<file path="src/sv/afrc_pkg.sv">
// ----------------------------------------------------------------------------
// Addressed frame receiver package
// Shared types, codes and the CRC-16/MODBUS byte update function.
// ----------------------------------------------------------------------------
package afrc_pkg;

    // Register reset values
    localparam logic [7:0]  DeviceAddressRst = 8'h01;
    localparam logic [7:0]  StartByteRst     = 8'h55;
    localparam logic [7:0]  EndByteRst       = 8'hAA;
    localparam logic [10:0] MaxLengthRst     = 11'd1024;
    localparam logic        CrcCheckRst      = 1'b1;

    // CRC-16/MODBUS constants
    localparam logic [15:0] CrcInit = 16'hFFFF;
    localparam logic [15:0] CrcPoly = 16'hA001;

    // Register indexes on the configuration port
    typedef enum logic [2:0] {
        REG_DEVICE_ADDRESS = 3'd0,
        REG_START_BYTE     = 3'd1,
        REG_END_BYTE       = 3'd2,
        REG_MAX_LENGTH     = 3'd3,
        REG_CRC_CHECK      = 3'd4
    } reg_index_t;

    // Parser phases
    typedef enum logic [2:0] {
        PH_IDLE   = 3'd0,
        PH_ADDR   = 3'd1,
        PH_LEN_LO = 3'd2,
        PH_LEN_HI = 3'd3,
        PH_DATA   = 3'd4,
        PH_CRC_LO = 3'd5,
        PH_CRC_HI = 3'd6,
        PH_END    = 3'd7
    } phase_t;

    // Result status codes
    typedef enum logic [1:0] {
        ST_BUSY    = 2'd0,
        ST_DONE    = 2'd1,
        ST_BAD_LEN = 2'd2,
        ST_BAD_CRC = 2'd3
    } status_t;

    // Configuration register bundle
    typedef struct packed {
        logic [7:0]  device_address;
        logic [7:0]  start_byte;
        logic [7:0]  end_byte;
        logic [10:0] max_length;
        logic        crc_check_enable;
    } cfg_t;

    // One byte of CRC-16/MODBUS, unrolled over the eight bits.
    function automatic logic [15:0] crc16_update(input logic [15:0] crc_in,
                                                 input logic [7:0]  data);
        logic [15:0] crc;
        crc = crc_in ^ {8'h00, data};
        for (int i = 0; i < 8; i++) begin
            if (crc[0]) begin
                crc = (crc >> 1) ^ CrcPoly;
            end else begin
                crc = crc >> 1;
            end
        end
        return crc;
    endfunction

endpackage

</file>
<file path="src/sv/addressed_frame_receiver_crc16_unit.sv">
// ----------------------------------------------------------------------------
// Addressed frame receiver with CRC-16/MODBUS
// Parses start, address, length, payload, CRC and end bytes of a frame.
// ----------------------------------------------------------------------------
// The receiver takes one byte per clock cycle while it is not stalled by
// back-pressure, and gives one result transfer per byte, in order: an input
// register holds the byte, and the parser logic, including the eight-bit
// unrolled CRC update, writes the result register. Each result carries
// the status (busy, frame complete, bad length, CRC mismatch) and, for
// payload bytes, the byte and its index; a complete frame reports its length.
// While a result waits the input register can still take one byte, so the
// input stalls only once both stages are full. Registers on the APB port are
// meant to be written while no byte is in flight.
module addressed_frame_receiver_crc16_unit #(
    parameter int MAX_PAYLOAD = 1024
) (
    input  logic        aclk,
    input  logic        aresetn,
    // Received bytes
    input  logic        s_tvalid,
    output logic        s_tready,
    input  logic [7:0]  s_tdata,   // [7:0] rx_byte
    // Results
    output logic        m_tvalid,
    input  logic        m_tready,
    output logic [31:0] m_tdata,   // [7:0] payload_byte, [17:8] payload_index,
                                   // [28:18] frame_length, [31:29] zero
    output logic [2:0]  m_tuser,   // [1:0] status, [2] payload_valid
    // Configuration
    input  logic        psel,
    input  logic        penable,
    input  logic        pwrite,
    input  logic [4:0]  paddr,
    input  logic [31:0] pwdata,
    output logic [31:0] prdata,
    output logic        pready
);

    afrc_pkg::cfg_t cfg;
    logic           byte_valid;
    logic [7:0]     byte_data;
    logic           byte_ready;

    afrc_cfg_regs u_cfg_regs (
        .aclk    (aclk),
        .aresetn (aresetn),
        .psel    (psel),
        .penable (penable),
        .pwrite  (pwrite),
        .paddr   (paddr),
        .pwdata  (pwdata),
        .prdata  (prdata),
        .pready  (pready),
        .cfg     (cfg)
    );

    afrc_in_stage u_in_stage (
        .aclk       (aclk),
        .aresetn    (aresetn),
        .s_tvalid   (s_tvalid),
        .s_tready   (s_tready),
        .s_tdata    (s_tdata),
        .byte_valid (byte_valid),
        .byte_data  (byte_data),
        .byte_ready (byte_ready)
    );

    afrc_parser #(
        .MAX_PAYLOAD (MAX_PAYLOAD)
    ) u_parser (
        .aclk       (aclk),
        .aresetn    (aresetn),
        .cfg        (cfg),
        .byte_valid (byte_valid),
        .byte_data  (byte_data),
        .byte_ready (byte_ready),
        .m_tvalid   (m_tvalid),
        .m_tready   (m_tready),
        .m_tdata    (m_tdata),
        .m_tuser    (m_tuser)
    );

endmodule

</file>
<file path="src/sv/afrc_cfg_regs.sv">
// ----------------------------------------------------------------------------
// Configuration registers
// APB-style register file holding the receiver's five settings.
// ----------------------------------------------------------------------------
module afrc_cfg_regs (
    input  logic             aclk,
    input  logic             aresetn,
    input  logic             psel,
    input  logic             penable,
    input  logic             pwrite,
    input  logic [4:0]       paddr,
    input  logic [31:0]      pwdata,
    output logic [31:0]      prdata,
    output logic             pready,
    output afrc_pkg::cfg_t   cfg
);

    afrc_pkg::cfg_t cfg_reg;
    logic           wr_en;
    logic [2:0]     reg_sel;

    assign pready  = 1'b1;
    assign wr_en   = psel && penable && pwrite && pready;
    assign reg_sel = paddr[4:2];
    assign cfg     = cfg_reg;

    // Register writes; addresses beyond the list are ignored.
    always_ff @(posedge aclk) begin
        if (!aresetn) begin
            cfg_reg.device_address   <= afrc_pkg::DeviceAddressRst;
            cfg_reg.start_byte       <= afrc_pkg::StartByteRst;
            cfg_reg.end_byte         <= afrc_pkg::EndByteRst;
            cfg_reg.max_length       <= afrc_pkg::MaxLengthRst;
            cfg_reg.crc_check_enable <= afrc_pkg::CrcCheckRst;
        end else if (wr_en) begin
            case (reg_sel)
                afrc_pkg::REG_DEVICE_ADDRESS: cfg_reg.device_address   <= pwdata[7:0];
                afrc_pkg::REG_START_BYTE:     cfg_reg.start_byte       <= pwdata[7:0];
                afrc_pkg::REG_END_BYTE:       cfg_reg.end_byte         <= pwdata[7:0];
                afrc_pkg::REG_MAX_LENGTH:     cfg_reg.max_length       <= pwdata[10:0];
                afrc_pkg::REG_CRC_CHECK:      cfg_reg.crc_check_enable <= pwdata[0];
                default: ;
            endcase
        end
    end

    // Read-back multiplexer.
    always_comb begin
        case (reg_sel)
            afrc_pkg::REG_DEVICE_ADDRESS: prdata = {24'd0, cfg_reg.device_address};
            afrc_pkg::REG_START_BYTE:     prdata = {24'd0, cfg_reg.start_byte};
            afrc_pkg::REG_END_BYTE:       prdata = {24'd0, cfg_reg.end_byte};
            afrc_pkg::REG_MAX_LENGTH:     prdata = {21'd0, cfg_reg.max_length};
            afrc_pkg::REG_CRC_CHECK:      prdata = {31'd0, cfg_reg.crc_check_enable};
            default:                      prdata = 32'd0;
        endcase
    end

endmodule

</file>
<file path="src/sv/afrc_in_stage.sv">
// ----------------------------------------------------------------------------
// Input register stage
// Registers each received byte ahead of the parser.
// ----------------------------------------------------------------------------
module afrc_in_stage (
    input  logic       aclk,
    input  logic       aresetn,
    input  logic       s_tvalid,
    output logic       s_tready,
    input  logic [7:0] s_tdata,
    output logic       byte_valid,
    output logic [7:0] byte_data,
    input  logic       byte_ready
);

    logic       valid_reg;
    logic [7:0] data_reg;

    // The stage takes a new transfer when it is empty or being drained.
    assign s_tready   = !valid_reg || byte_ready;
    assign byte_valid = valid_reg;
    assign byte_data  = data_reg;

    always_ff @(posedge aclk) begin
        if (!aresetn) begin
            valid_reg <= 1'b0;
        end else if (s_tready) begin
            valid_reg <= s_tvalid;
        end
    end

    always_ff @(posedge aclk) begin
        if (s_tready && s_tvalid) begin
            data_reg <= s_tdata;
        end
    end

endmodule

</file>
<file path="src/sv/afrc_parser.sv">
// ----------------------------------------------------------------------------
// Frame parser
// Phase tracking, length check, CRC update and the result register.
// ----------------------------------------------------------------------------
module afrc_parser #(
    parameter int MAX_PAYLOAD = 1024
) (
    input  logic             aclk,
    input  logic             aresetn,
    input  afrc_pkg::cfg_t   cfg,
    input  logic             byte_valid,
    input  logic [7:0]       byte_data,
    output logic             byte_ready,
    output logic             m_tvalid,
    input  logic             m_tready,
    output logic [31:0]      m_tdata,  // [7:0] payload_byte, [17:8] payload_index,
                                       // [28:18] frame_length, [31:29] zero
    output logic [2:0]       m_tuser   // [1:0] status, [2] payload_valid
);

    localparam logic [15:0] MaxPayload = 16'(MAX_PAYLOAD);

    afrc_pkg::phase_t  phase_reg, phase_next;
    logic [15:0]       declared_reg, declared_next;
    logic [10:0]       count_reg, count_next;
    logic [15:0]       crc_reg, crc_next;
    logic [7:0]        crc_lo_reg, crc_lo_next;

    afrc_pkg::status_t status_next, status_reg;
    logic              pvalid_next, pvalid_reg;
    logic [7:0]        pbyte_next, pbyte_reg;
    logic [9:0]        pindex_next, pindex_reg;
    logic [10:0]       flen_next, flen_reg;

    logic              out_valid_reg;
    logic              advance;
    logic [15:0]       max_len_ext;
    logic [15:0]       limit;
    logic [15:0]       len_full;
    logic [10:0]       count_inc;

    // One byte moves in whenever the result register is free or draining.
    assign byte_ready = !out_valid_reg || m_tready;
    assign advance    = byte_valid && byte_ready;

    assign max_len_ext = {5'd0, cfg.max_length};
    assign limit       = (max_len_ext > MaxPayload) ? MaxPayload : max_len_ext;
    assign len_full    = {byte_data, declared_reg[7:0]};
    assign count_inc   = count_reg + 11'd1;

    // Next state and result for the byte at the parser input.
    always_comb begin
        phase_next    = phase_reg;
        declared_next = declared_reg;
        count_next    = count_reg;
        crc_next      = crc_reg;
        crc_lo_next   = crc_lo_reg;
        status_next   = afrc_pkg::ST_BUSY;
        pvalid_next   = 1'b0;
        pbyte_next    = 8'd0;
        pindex_next   = 10'd0;
        flen_next     = 11'd0;
        case (phase_reg)
            afrc_pkg::PH_IDLE: begin
                if (byte_data == cfg.start_byte) begin
                    phase_next = afrc_pkg::PH_ADDR;
                end
            end
            afrc_pkg::PH_ADDR: begin
                // The address match wins over a repeated start byte.
                if (byte_data == cfg.device_address) begin
                    phase_next = afrc_pkg::PH_LEN_LO;
                end else if (byte_data != cfg.start_byte) begin
                    phase_next = afrc_pkg::PH_IDLE;
                end
            end
            afrc_pkg::PH_LEN_LO: begin
                count_next    = 11'd0;
                declared_next = {8'd0, byte_data};
                phase_next    = afrc_pkg::PH_LEN_HI;
            end
            afrc_pkg::PH_LEN_HI: begin
                declared_next = len_full;
                if (len_full == 16'd0 || len_full > limit) begin
                    status_next = afrc_pkg::ST_BAD_LEN;
                    phase_next  = afrc_pkg::PH_IDLE;
                end else begin
                    crc_next   = afrc_pkg::CrcInit;
                    phase_next = afrc_pkg::PH_DATA;
                end
            end
            afrc_pkg::PH_DATA: begin
                pvalid_next = 1'b1;
                pbyte_next  = byte_data;
                pindex_next = count_reg[9:0];
                crc_next    = afrc_pkg::crc16_update(crc_reg, byte_data);
                count_next  = count_inc;
                if ({5'd0, count_inc} >= declared_reg) begin
                    phase_next = afrc_pkg::PH_CRC_LO;
                end
            end
            afrc_pkg::PH_CRC_LO: begin
                crc_lo_next = byte_data;
                phase_next  = afrc_pkg::PH_CRC_HI;
            end
            afrc_pkg::PH_CRC_HI: begin
                if (cfg.crc_check_enable && crc_reg != {byte_data, crc_lo_reg}) begin
                    status_next = afrc_pkg::ST_BAD_CRC;
                    phase_next  = afrc_pkg::PH_IDLE;
                end else begin
                    phase_next = afrc_pkg::PH_END;
                end
            end
            afrc_pkg::PH_END: begin
                // A wrong end byte drops the frame without a frame-complete status.
                if (byte_data == cfg.end_byte) begin
                    status_next = afrc_pkg::ST_DONE;
                    flen_next   = declared_reg[10:0];
                end
                phase_next = afrc_pkg::PH_IDLE;
            end
            default: begin
                phase_next = afrc_pkg::PH_IDLE;
            end
        endcase
    end

    // Parser state registers.
    always_ff @(posedge aclk) begin
        if (!aresetn) begin
            phase_reg    <= afrc_pkg::PH_IDLE;
            declared_reg <= 16'd0;
            count_reg    <= 11'd0;
            crc_reg      <= afrc_pkg::CrcInit;
            crc_lo_reg   <= 8'd0;
        end else if (advance) begin
            phase_reg    <= phase_next;
            declared_reg <= declared_next;
            count_reg    <= count_next;
            crc_reg      <= crc_next;
            crc_lo_reg   <= crc_lo_next;
        end
    end

    // Result register valid flag.
    always_ff @(posedge aclk) begin
        if (!aresetn) begin
            out_valid_reg <= 1'b0;
        end else if (byte_ready) begin
            out_valid_reg <= byte_valid;
        end
    end

    // Result register payload.
    always_ff @(posedge aclk) begin
        if (advance) begin
            status_reg <= status_next;
            pvalid_reg <= pvalid_next;
            pbyte_reg  <= pbyte_next;
            pindex_reg <= pindex_next;
            flen_reg   <= flen_next;
        end
    end

    assign m_tvalid = out_valid_reg;
    assign m_tdata  = {3'd0, flen_reg, pindex_reg, pbyte_reg};
    assign m_tuser  = {pvalid_reg, status_reg};

    // A payload byte is never reported together with an end-of-frame status.
    a_payload_busy: assert property (@(posedge aclk) disable iff (!aresetn)
        (out_valid_reg && pvalid_reg) |-> (status_reg == afrc_pkg::ST_BUSY))
        else $error("payload byte carries a non-busy status");

    // The frame length is only reported with a complete frame.
    a_flen_done: assert property (@(posedge aclk) disable iff (!aresetn)
        (out_valid_reg && status_reg != afrc_pkg::ST_DONE) |-> (flen_reg == 11'd0))
        else $error("frame length reported without a complete frame");

    // While in the data phase the count stays below the declared length.
    a_count_bound: assert property (@(posedge aclk) disable iff (!aresetn)
        (phase_reg == afrc_pkg::PH_DATA) |-> ({5'd0, count_reg} < declared_reg))
        else $error("payload count reached the declared length inside data phase");

    // A data byte leads either to more data or to the CRC low byte.
    a_data_exit: assert property (@(posedge aclk) disable iff (!aresetn)
        (advance && phase_reg == afrc_pkg::PH_DATA) |=>
        (phase_reg == afrc_pkg::PH_DATA || phase_reg == afrc_pkg::PH_CRC_LO))
        else $error("illegal phase after a data byte");

endmodule
</file>
<file path="config.mk">
export PLATFORM = sky130hd
export DESIGN_NAME = addressed_frame_receiver_crc16_unit
export DESIGN_NICKNAME = d
export VERILOG_FILES = /design/src/sv/afrc_pkg.sv /design/src/sv/addressed_frame_receiver_crc16_unit.sv /design/src/sv/afrc_cfg_regs.sv /design/src/sv/afrc_in_stage.sv /design/src/sv/afrc_parser.sv
export SDC_FILE = /design/constraint.sdc
export NUM_CORES = 1
export LEC_CHECK = 0
export BUFFER_PORTS_ARGS = -buffer_cell sky130_fd_sc_hd__buf_4
export CAP_MARGIN = 20
export CORE_ASPECT_RATIO = 2
export CORE_UTILIZATION = 50
export DETAILED_ROUTE_END_ITERATION = 12
export PLACE_DENSITY = 0.8
export SETUP_SLACK_MARGIN = 0.3
export SLEW_MARGIN = 20
export SYNTH_ARGS = -nofsm -noshare
export SYNTH_HDL_FRONTEND = slang
export SYNTH_SLANG_ARGS = --single-unit
export TNS_END_PERCENT = 1
</file>
<file path="constraint.sdc">
create_clock -name aclk -period 5.4 [get_ports aclk]
set_input_delay 1.08 -clock aclk [delete_from_list [all_inputs] [get_ports aclk]]
set_output_delay 1.08 -clock aclk [all_outputs]
set_load 0.01 [all_outputs]
</file>
==> out/metrics.yaml, run 1 <==
clocking:
  htreeDepth: 4
  cts.sinks: 132
  clkLatencyLatePin_ns: 0.42
  post_cts.repair.setup_buffers: 0
  clock_path_buffers: 2
  cts_root_buf: "clkbuf_16"
  cts_tree: "built"
  cts_buffers: 17
  path_clk_slew_ns: 0.05
  cts_hold_buf: 0
  cts-resized-gates: 0
cells_and_area:
  final_area_um2: 8090
  largest_reg_flops: 36
  diodes: 0
  multiInputGateArea_um2: 3610
  register_area_um2: 3040
  layout-drive-gt1-share: 0.161
  layout.nets: 843
  area_growth_syn_to_layout_pct: 15.6
  final_util: 0.596
  fillers: 1156
synthesis:
  synthesis.instances: 716
  synth.top_cells.by_area: "dfxtp_1 (26%), edfxtp_1 (17%), mux2i_1 (6.3%)"
  synth_top_cell_by_area: "dfxtp_1"
  yosys_warnings: 0
  avgSynthCellArea_um2: 9.78
  ys_ff_latch: 132
  ys.flop_type: "dfxtp_1"
  synth-edff-count: 40
  synthesis.area_um2: 7000
  ys_async_sr_fraction: 0
  yosysSeqAreaShare: 0.435
  yosys.area.top_type_share: 0.263
  synth_cell_types: 56
drt:
  vias: 5276
  first_iter_violations: 368
  dr.pass1.iters: 5
  detail-route-antenna-nets: 0
  drc_errors: 0
  wl_um: 16200
  wl_per_cell_um: 16.8
  viasPerCell: 5.46
placed_design:
  port_buffers: 73
  dpl.hpwl_um: 11400
  place_congestion: 0.884
  placed_area_um2: 7530
  pre_cts_slack_ns: 2.11
min_path:
  hold_end: "u_parser.declared_reg[14]"
  hold_path_class: "reg2reg"
  hold_start: "u_parser.declared_reg[14]"
  hold_depth: 2
setup_path:
  r2r_setup_slack_ns: 2.16
  critPathCaptureType: "output port"
  crit_type: "in2out"
  crit_arrival_ns: 2.19
  rr_endpoint: "u_parser.crc_reg[10]"
  cp-start-kind: "primary input"
  r2r_cells: 7
  cp.required_ns: 4.32
  crit_fanout: 12
  reg2reg_from: "u_in_stage.byte_data[1]"
timing:
  setup_violations: 0
  setup_ws_ns: 2.13
  rsz0062_at_grt: "false"
  worst_pin_slew_ns: 0.956
  fmaxAchievable_ghz: 0.306
  timing.final.crit_share: 0.605
  relSlewSlack: 0.362
  slew_viol_final: 0
  hold_viol_final: 0
  finalSetupTns_ns: 0
  finalClockSkew_ns: 0.00938
  fin_crit_ns: 3.27
die:
  die_area_um2: 14500
  coreArea_um2: 13600
  die_w_um: 85.7
  pin_count: 122
  std_cell_rows: 60
  dieHeight_um: 169
  start_util: 0.515
pwr:
  cellInternalPower_uw: 1780
  comb_power_share: 0.070
  pwr-share-clk: 0.469
  peakVddDrop_v: 0.000250
  p_switching_uw: 523
  p_per_area_nw_per_um2: 285
  fin_total_pwr_uw: 2310
  switching_share: 0.227
  power_frac_seq: 0.461
  power_leakage_uw: 0.00311
status:
  status: "finished, final reports clean"
global_route:
  overflow: 0
  grt_first_pass_wirelength_um: 26500
  grt_pass1_vias: 5231
  antenna_found_initial: 0
  grt_max_degree: 95
  track_usage: 0.240
run:
  cap_viol_max_count: 0
[per-stage QoR]
stage	hold slack (ns)	cells
after floorplan	0.435	739
after global placement	0.447	935
after detailed placement	0.454	935
after CTS	0.461	967
after global routing	0.486	967
final	0.464	967
[worst max path at each step]
| stage | start | end | slack, ns | cells past startpoint |
|---|---|---|---|---|
| 4_1_cts | paddr[2] | prdata[0] | 2.14 | 5 |
| 5_1_grt | u_in_stage.byte_data[1] | u_parser.crc_reg[0] | 2.01 | 7 |
| 3_5_place_dp | u_in_stage.byte_data[1] | u_parser.crc_reg[10] | 2.11 | 7 |
| 6_report | paddr[2] | prdata[0] | 2.13 | 5 |
| 3_3_place_gp | paddr[2] | prdata[8] | 2.15 | 4 |
| 2_1_floorplan | paddr[2] | prdata[1] | 2.10 | 3 |
[layout make-up]
cell class                      count  share of cell area
Multi-Input combinational cell    522               0.447
Sequential cell                   132               0.376
Clock inverter                      9             0.00989
Timing Repair Buffer               77              0.0714
Tap cell                          186              0.0288
Inverter                           18             0.00835
Clock buffer                       23              0.0591
[metal layers]
layer	vias to the layer above	wire (µm)	GRT usage
li1	2516	-	-
met3	53	593	0.0423
met4	0	810	0.147
met2	198	8870	0.444
met1	2509	5950	0.244
met5	-	0	0
[logic make-up (layout without fill, tap and decap cells)]
logic type,count (synthesis),in the layout,synth area share
AOI/OAI and AO/OA,89,89,0.0856
buffers and inverters,85,127,0.0636
other,2,25,0.00107
muxes,52,52,0.0870
DFF,132,132,0.435
xor gates and xnor gates,70,70,0.0949
adders and majority gates,23,23,0.0411
and+or+nand+nor,263,263,0.192
[layout by cell type (no fill, tap or decap), types with 3 or more instances in the layout]
cell / count
dfxtp_1: 92
clkinvlp_4: 4
nor2_1: 34
inv_1: 17
nand2b_1: 5
mux2i_1: 44
o211ai_1: 4
a211oi_1: 3
o21a_1: 4
nor3_1: 23
a21boi_0: 24
conb_1: 25
and2_1: 19
a31oi_1: 3
nand3_1: 21
and3_1: 4
edfxtp_1: 40
a21o_1: 3
nand2_1: 74
o21ai_0: 16
clkinv_2: 4
a21oi_1: 11
nand4_1: 10
nor2b_1: 49
clkbuf_1: 3
xor2_1: 16
clkbuf_16: 17
clkbuf_8: 3
o21ai_1: 10
xnor2_1: 49
buf_4: 77
o22ai_1: 3
nor4_1: 8
nand4b_1: 3
ha_1: 23
mux4_2: 7
[critical path, stage by stage]
cell     delay (ns)
buf_4          0.22
nor2b_1        0.52
nand2_1        0.09
o21ai_0        0.12
buf_4          0.16
[power groups by stage]
| stage | combinational (µW) | sequential [µW] | clock [µW] |
|---|---|---|---|
| 2_1_floorplan | 123 | 1070 | 0 |
| 3_3_place_gp | 160 | 1080 | 0 |
| 3_5_place_dp | 161 | 1080 | 0 |
| 4_1_cts | 162 | 1060 | 1100 |
| 5_1_grt | 174 | 1060 | 1140 |
| 6_report | 162 | 1060 | 1080 |
[cell usage after synthesis (3+ instances only)]
master / number
nor4_1: 8
xor2_1: 16
edfxtp_1: 40
nor3_1: 24
and3_1: 4
a21boi_0: 24
o22ai_1: 3
nand4b_1: 3
o211ai_1: 4
nor2_1: 35
nand4_1: 10
nand3_1: 21
a211oi_1: 3
nor2b_1: 49
mux2i_1: 44
nand2_1: 74
ha_1: 23
buf_2: 5
a21o_1: 3
o21a_1: 4
inv_1: 17
dfxtp_1: 92
o21ai_0: 16
xnor2_1: 49
o21ai_1: 10
and2_1: 19
buf_4: 28
mux4_2: 7
a31oi_1: 3
clkbuf_1: 31
a21oi_1: 11
nand2b_1: 5
No activity file was read; power rests on OpenSTA's default activity.
==> inputs of run 2 (changes only) <==
--- a/config.mk
+++ b/config.mk
@@ -10,7 +10,7 @@
 export CORE_ASPECT_RATIO = 2
 export CORE_UTILIZATION = 50
 export DETAILED_ROUTE_END_ITERATION = 12
-export PLACE_DENSITY = 0.8
+export PLACE_DENSITY = 0.83
 export SETUP_SLACK_MARGIN = 0.3
 export SLEW_MARGIN = 20
 export SYNTH_ARGS = -nofsm -noshare
==> constraint.sdc (replaced) <==
create_clock -name aclk -period 3 [get_ports aclk]
set_input_delay 0.6 -clock aclk [delete_from_list [all_inputs] [get_ports aclk]]
set_output_delay 0.6 -clock aclk [all_outputs]
set_load 0.01 [all_outputs]
==> out/metrics.yaml, run 2 (synthesis gave the netlist of run 1 again) <==
cells_and_area:
  largest_reg_flops: 36  # unchanged
  final_util: 0.631  # +0.0359
  fillers: 1038  # -10%
  final_common_cell: "buf_4"
  diodes: 0  # unchanged
  layout.nets: 863  # +2.4%
  area_growth_syn_to_layout_pct: 22.6
  layout-drive-gt1-share: 0.218  # +0.0571
  final_cell_mix: "buf_4 (95), dfxtp_1 (88), nand2_1 (71)"
  stdcell_count: 987  # +2.1%
timing:
  slew_viol_final: 0  # unchanged
  hold_viol_final: 0  # unchanged
  finalClockSkew_ns: 0.00835  # -0.00103 ns
  fin_crit_ns: 2.71
  worst_pin_slew_ns: 0.738  # -0.218 ns
  finalSetupTns_ns: 0  # unchanged
  fmaxAchievable_ghz: 0.369
  relSlewSlack: 0.506  # +0.144
  setup_ws_ns: 0.288  # -1.84 ns
  setup_violations: 0  # unchanged
  timing.final.crit_share: 0.904
  rsz0062_at_grt: "true"
setup_path:
  crit_arrival_ns: 3.05  # +0.86 ns
  critPathCapture: "u_parser.crc_reg[0]"
  critPathMaxStageDelay_ns: 0.53  # about the same
  reg2reg_from: "u_cfg_regs.cfg[11]"
  crit_type: "reg2reg"
  crit_fanout: 6  # -6
  cp_cell_sequence: "inv_4 > nand2_4 > ha_4 > a21o_1 > a211oi_4 > or4b_4 > a2111oi_4 > buf_6 > nor4b_1 > a31oi_1"
  cp.required_ns: 3.33  # -0.99 ns
  critical_path_buf_inv_count: 2  # unchanged
  crit_slowest_cell: "or4b_4"
  cp-start-kind: "flop"
  crit_family: "compound AO/OA/AOI/OAI gates"
  rr_endpoint: "u_parser.crc_reg[0]"
  r2r_setup_slack_ns: 0.29  # -1.87 ns
  r2r_cells: 10  # +3
  critPathCaptureType: "flop"
  crit_cells: 10  # +5
  crit_start: "u_cfg_regs.cfg[11]"
die:
  coreArea_um2: 13600  # unchanged
  pin_count: 122  # unchanged
  die_w_um: 85.7  # unchanged
  std_cell_rows: 60  # unchanged
  die_area_um2: 14500  # unchanged
  dieHeight_um: 169  # unchanged
  start_util: 0.515  # unchanged
clocking:
  cts_root_buf: "clkbuf_16"
  clock_path_buffers: 2  # unchanged
  path_clk_slew_ns: 0.06  # about the same
  htreeDepth: 4  # unchanged
  cts_hold_buf: 0  # unchanged
  cts.sinks: 132  # unchanged
  cts_tree: "built"
  cts_buffers: 17  # unchanged
  clkLatencyLatePin_ns: 0.42  # about the same
pwr:
  cellInternalPower_uw: 3550  # +99%
  switching_share: 0.216  # -0.0104
  pwr-share-clk: 0.512  # +0.043
  power_frac_seq: 0.419  # -0.042
  peakVddDrop_v: 0.000567  # +130%
  comb_power_share: 0.070  # about the same
  power_leakage_uw: 0.00332  # +6.8%
  p_per_area_nw_per_um2: 528  # +85%
  p_switching_uw: 981  # +87%
drt:
  first_iter_violations: 347  # -5.7%
  viasPerCell: 5.47  # +0.31%
  drc_errors: 0  # unchanged
  vias: 5402  # +2.4%
  dr.pass1.iters: 5  # unchanged
  wl_per_cell_um: 17.0  # +1.1%
  detail-route-antenna-nets: 0  # unchanged
  wl_um: 16700  # +3.2%
min_path:
  hold_start: "s_tdata[2]"
  hold_path_class: "in2reg"
global_route:
  grt_pass1_vias: 5354  # +2.4%
  track_usage: 0.234  # -0.00557
  grt_max_degree: 78  # -18%
  antenna_found_initial: 0  # unchanged
  grt_first_pass_wirelength_um: 26000  # -1.7%
  overflow: 0  # unchanged
placed_design:
  port_buffers: 73  # unchanged
  pre_cts_slack_ns: 0.0768  # -2.03 ns
  post-place-cells: 950  # +1.6%
  place_congestion: 0.859  # -2.9%
  dpl.hpwl_um: 11600  # +1.2%
status:
  status: "finished, final reports clean"
run:
  cap_viol_max_count: 0  # unchanged
==> run 2: per-layer routing <==
layer	vias to the layer above	GRT usage	wire length, µm
met5	-	0	0
met3	64	0.0428	846
met2	218	0.433	8980
met4	0	0.150	971
met1	2558	0.235	5930
li1	2562	-	-
==> run 2: worst min path at each step <==
stage                                end  slack (ns)  cells past startpoint
3_3_place_gp   u_parser.declared_reg[11]        0.45                      2
5_1_grt          u_in_stage.byte_data[0]        0.35                      1
6_report         u_in_stage.byte_data[2]        0.36                      1
4_1_cts          u_in_stage.byte_data[2]        0.35                      1
2_1_floorplan  u_parser.declared_reg[14]        0.44                      2
3_5_place_dp   u_parser.declared_reg[11]        0.45                      2
==> run 2: layout make-up <==
type | count | area [µm²] | area share
clock buffer | 23 | 543 | 0.0633
clock inverter | 9 | 134 | 0.0156
inverter | 18 | 70.1 | 0.00817
multi-input combinational | 522 | 3810 | 0.445
sequential | 132 | 3050 | 0.355
tap | 186 | 233 | 0.0271
timing repair buffer | 97 | 736 | 0.0857
==> run 2: worst reg2reg max path, cell delays in order, from the launching register on <==
cell and delay [ns]:
dfxtp_2 0.33, inv_4 0.09, nand2_4 0.06, ha_4 0.23, a21o_1 0.20, a211oi_4 0.27, or4b_4 0.53, a2111oi_4 0.48
buf_6 0.20, nor4b_1 0.06, a31oi_1 0.19
==> run 2: stage by stage <==
stage               area, µm²  hold slack [ns]  power (µW)
floorplan                7100            0.435        2150
global placement         7660            0.447        2240
detailed placement       7660            0.454        2250
CTS                      8380            0.346        4540
global route             8580            0.348        4650
finish                   8580            0.357        4530
==> run 2: power by group through the flow <==
stage | combinational [µW] | sequential [µW] | clock [µW]
after global placement | 308 | 1930 | 0
after floorplan | 221 | 1930 | 0
after detailed placement | 310 | 1940 | 0
after CTS | 313 | 1900 | 2330
after global routing | 340 | 1900 | 2410
final | 316 | 1900 | 2320
==> run 2: what timing repair did <==
item	4_1_cts	5_1_grt
gates cloned	0	2
endpoints found under the setup margin	3	17
resized for setup	8	31
endpoints found under the hold margin	0	0
pin swaps	5	14
setup buffers	2	1
==> inputs of run 3 (changes only) <==
--- a/config.mk
+++ b/config.mk
@@ -10,7 +10,7 @@
 export CORE_ASPECT_RATIO = 2
 export CORE_UTILIZATION = 50
 export DETAILED_ROUTE_END_ITERATION = 12
-export PLACE_DENSITY = 0.83
+export PLACE_DENSITY = 0.8
 export SETUP_SLACK_MARGIN = 0.3
 export SLEW_MARGIN = 20
 export SYNTH_ARGS = -nofsm -noshare
==> constraint.sdc (replaced) <==
create_clock -name aclk -period 2.9 [get_ports aclk]
set_input_delay 0.58 -clock aclk [delete_from_list [all_inputs] [get_ports aclk]]
set_output_delay 0.58 -clock aclk [all_outputs]
set_load 0.01 [all_outputs]
==> out/metrics.yaml, run 3 (synthesis gave the netlist of run 1 again) <==
drt:
  vias: 5647  # +4.5%
  dr.pass1.iters: 5  # unchanged
  wl_um: 18800  # +12%
  detail-route-antenna-nets: 0  # unchanged
  wl_per_cell_um: 18.7  # +10%
  viasPerCell: 5.62  # +2.7%
  first_iter_violations: 543  # +56%
  drc_errors: 0  # unchanged
setup_path:
  r2r_setup_slack_ns: 0.15  # -0.14 ns
  crit_type: "reg2reg"
  critPathCapture: "u_parser.phase_reg[0]"
  reg2reg_from: "u_parser.count_reg[3]"
  cp.required_ns: 3.25  # -0.08 ns
  r2r_cells: 10  # unchanged
  cp-start-kind: "flop"
  crit_start: "u_parser.count_reg[3]"
  rr_endpoint: "u_parser.phase_reg[0]"
  critPathCaptureType: "flop"
  crit_arrival_ns: 3.10  # +0.05 ns
  crit_fanout: 5  # -1
global_route:
  antenna_found_initial: 0  # unchanged
  overflow: 0  # unchanged
  grt_max_degree: 46  # -41%
  grt_pass1_vias: 5608  # +4.7%
  track_usage: 0.263  # +0.0287
  grt_first_pass_wirelength_um: 28600  # +9.9%
timing:
  fmaxAchievable_ghz: 0.364  # -1.3%
  finalClockSkew_ns: 0.0141  # +0.00579 ns
  setup_violations: 0  # unchanged
  fin_crit_ns: 2.75  # +0.0351 ns
  timing.final.crit_share: 0.947  # +0.0433
  finalSetupTns_ns: 0  # unchanged
  rsz0062_at_grt: "true"
  setup_ws_ns: 0.152  # -0.135 ns
  hold_viol_final: 0  # unchanged
  worst_pin_slew_ns: 0.656  # -0.0825 ns
  slew_viol_final: 0  # unchanged
  holdWs_ns: 0.323  # -0.0339 ns
  relSlewSlack: 0.563  # +0.0568
cells_and_area:
  multiInputGateArea_um2: 3850  # +1.0%
  largest_reg_flops: 36  # unchanged
  area_growth_syn_to_layout_pct: 25.1
  layout-drive-gt1-share: 0.245  # +0.0269
  layout.nets: 881  # +2.1%
  fillers: 1004  # -3.3%
  final_cell_mix: "buf_4 (108), dfxtp_1 (88), nand2_1 (68)"
  register_area_um2: 3050  # unchanged
  diodes: 0  # unchanged
  final_common_cell: "buf_4"
die:
  pin_count: 122  # unchanged
  coreArea_um2: 13600  # unchanged
  die_w_um: 85.7  # unchanged
  start_util: 0.515  # unchanged
  die_area_um2: 14500  # unchanged
  std_cell_rows: 60  # unchanged
  dieHeight_um: 169  # unchanged
placed_design:
  pre_cts_slack_ns: 0.0339  # -0.0429 ns
  dpl.hpwl_um: 12500  # +8.5%
  place_congestion: 0.875  # +1.9%
  port_buffers: 73  # unchanged
clocking:
  cts_root_buf: "clkbuf_16"
  path_clk_slew_ns: 0.07  # about the same
  cts_tree: "built"
  cts.sinks: 132  # unchanged
  cts_buffers: 17  # unchanged
  clock_path_buffers: 2  # unchanged
  htreeDepth: 4  # unchanged
  clkLatencyLatePin_ns: 0.43  # about the same
run:
  cap_viol_max_count: 0  # unchanged
pwr:
  power_leakage_uw: 0.00345  # +3.9%
  fin_total_pwr_uw: 4720  # +4.2%
  peakVddDrop_v: 0.000484  # -15%
  p_per_area_nw_per_um2: 539  # +2.1%
min_path:
  hold_path_class: "in2reg"
  hold_depth: 1  # unchanged
status:
  status: "finished, final reports clean"
[run 3: cell count changes in the layout (fill, tap and decap cells not counted), sizes merged]
cell      previous run  this run
clkinvlp             1         3
clkinv               6         5
clkbuf              23        20
bufinv               3         5
buf                 97       115
[run 3: how the worst min path moves through the flow]
stage / startpoint / end / slack [ns]
6_report: s_tdata[1] / u_in_stage.byte_data[1] / 0.32
4_1_cts: s_tdata[1] / u_in_stage.byte_data[1] / 0.32
3_5_place_dp: u_parser.declared_reg[13] / u_parser.declared_reg[13] / 0.46
2_1_floorplan: u_parser.declared_reg[14] / u_parser.declared_reg[14] / 0.44
5_1_grt: s_tdata[2] / u_in_stage.byte_data[2] / 0.32
3_3_place_gp: u_parser.declared_reg[13] / u_parser.declared_reg[13] / 0.44
[run 3: repair_timing]
item                                   4_1_cts  5_1_grt
pin swaps                                   14       17
hold buffers                                 0        0
resized for setup                           24       30
gates cloned                                 1        0
setup endpoints to repair                   18       18
endpoints found under the hold margin        0        0
setup buffers                               10        1
[run 3: stage by stage]
stage                util  instances  instance area, µm²
finish              0.645       1005                8760
global route        0.645       1005                8760
CTS                 0.632       1004                8590
detailed placement  0.570        961                7740
global placement    0.570        961                7740
floorplan               -        739                7100
[run 3: worst max-delay path, stage by stage, from the launching register on]
cell and delay (ns):
dfxtp_1 0.41, nand4_1 0.19, or2_2 0.36, xnor2_1 0.20, ha_1 0.34, and4_1 0.20, o21ai_0 0.12, or3_1 0.41
a21oi_2 0.18, o211ai_1 0.10, a21boi_0 0.17
[run 3: power breakdown]
group | internal (µW) | switching (µW) | leakage, µW
clock network | 1570 | 831 | 0.000310
logic | 174 | 185 | 0.00203
registers | 1930 | 28.7 | 0.00111
[run 3: per-layer routing]
layer	GRT usage	up-vias	part of all wire
li1	-	2600	-
met4	0.200	0	0.067
met1	0.248	2687	0.34
met3	0.0593	87	0.046
met5	0	-	0
met2	0.481	273	0.55
[run 3: cell type report]
| class | instances | area share |
|---|---|---|
| multi-input cells | 522 | 0.440 |
| flip-flops and latches | 132 | 0.348 |
| repair buffers | 115 | 0.102 |
| clock buffers | 20 | 0.0521 |
| well taps | 186 | 0.0266 |
| clock inverters | 12 | 0.0231 |
| inverters | 18 | 0.00843 |
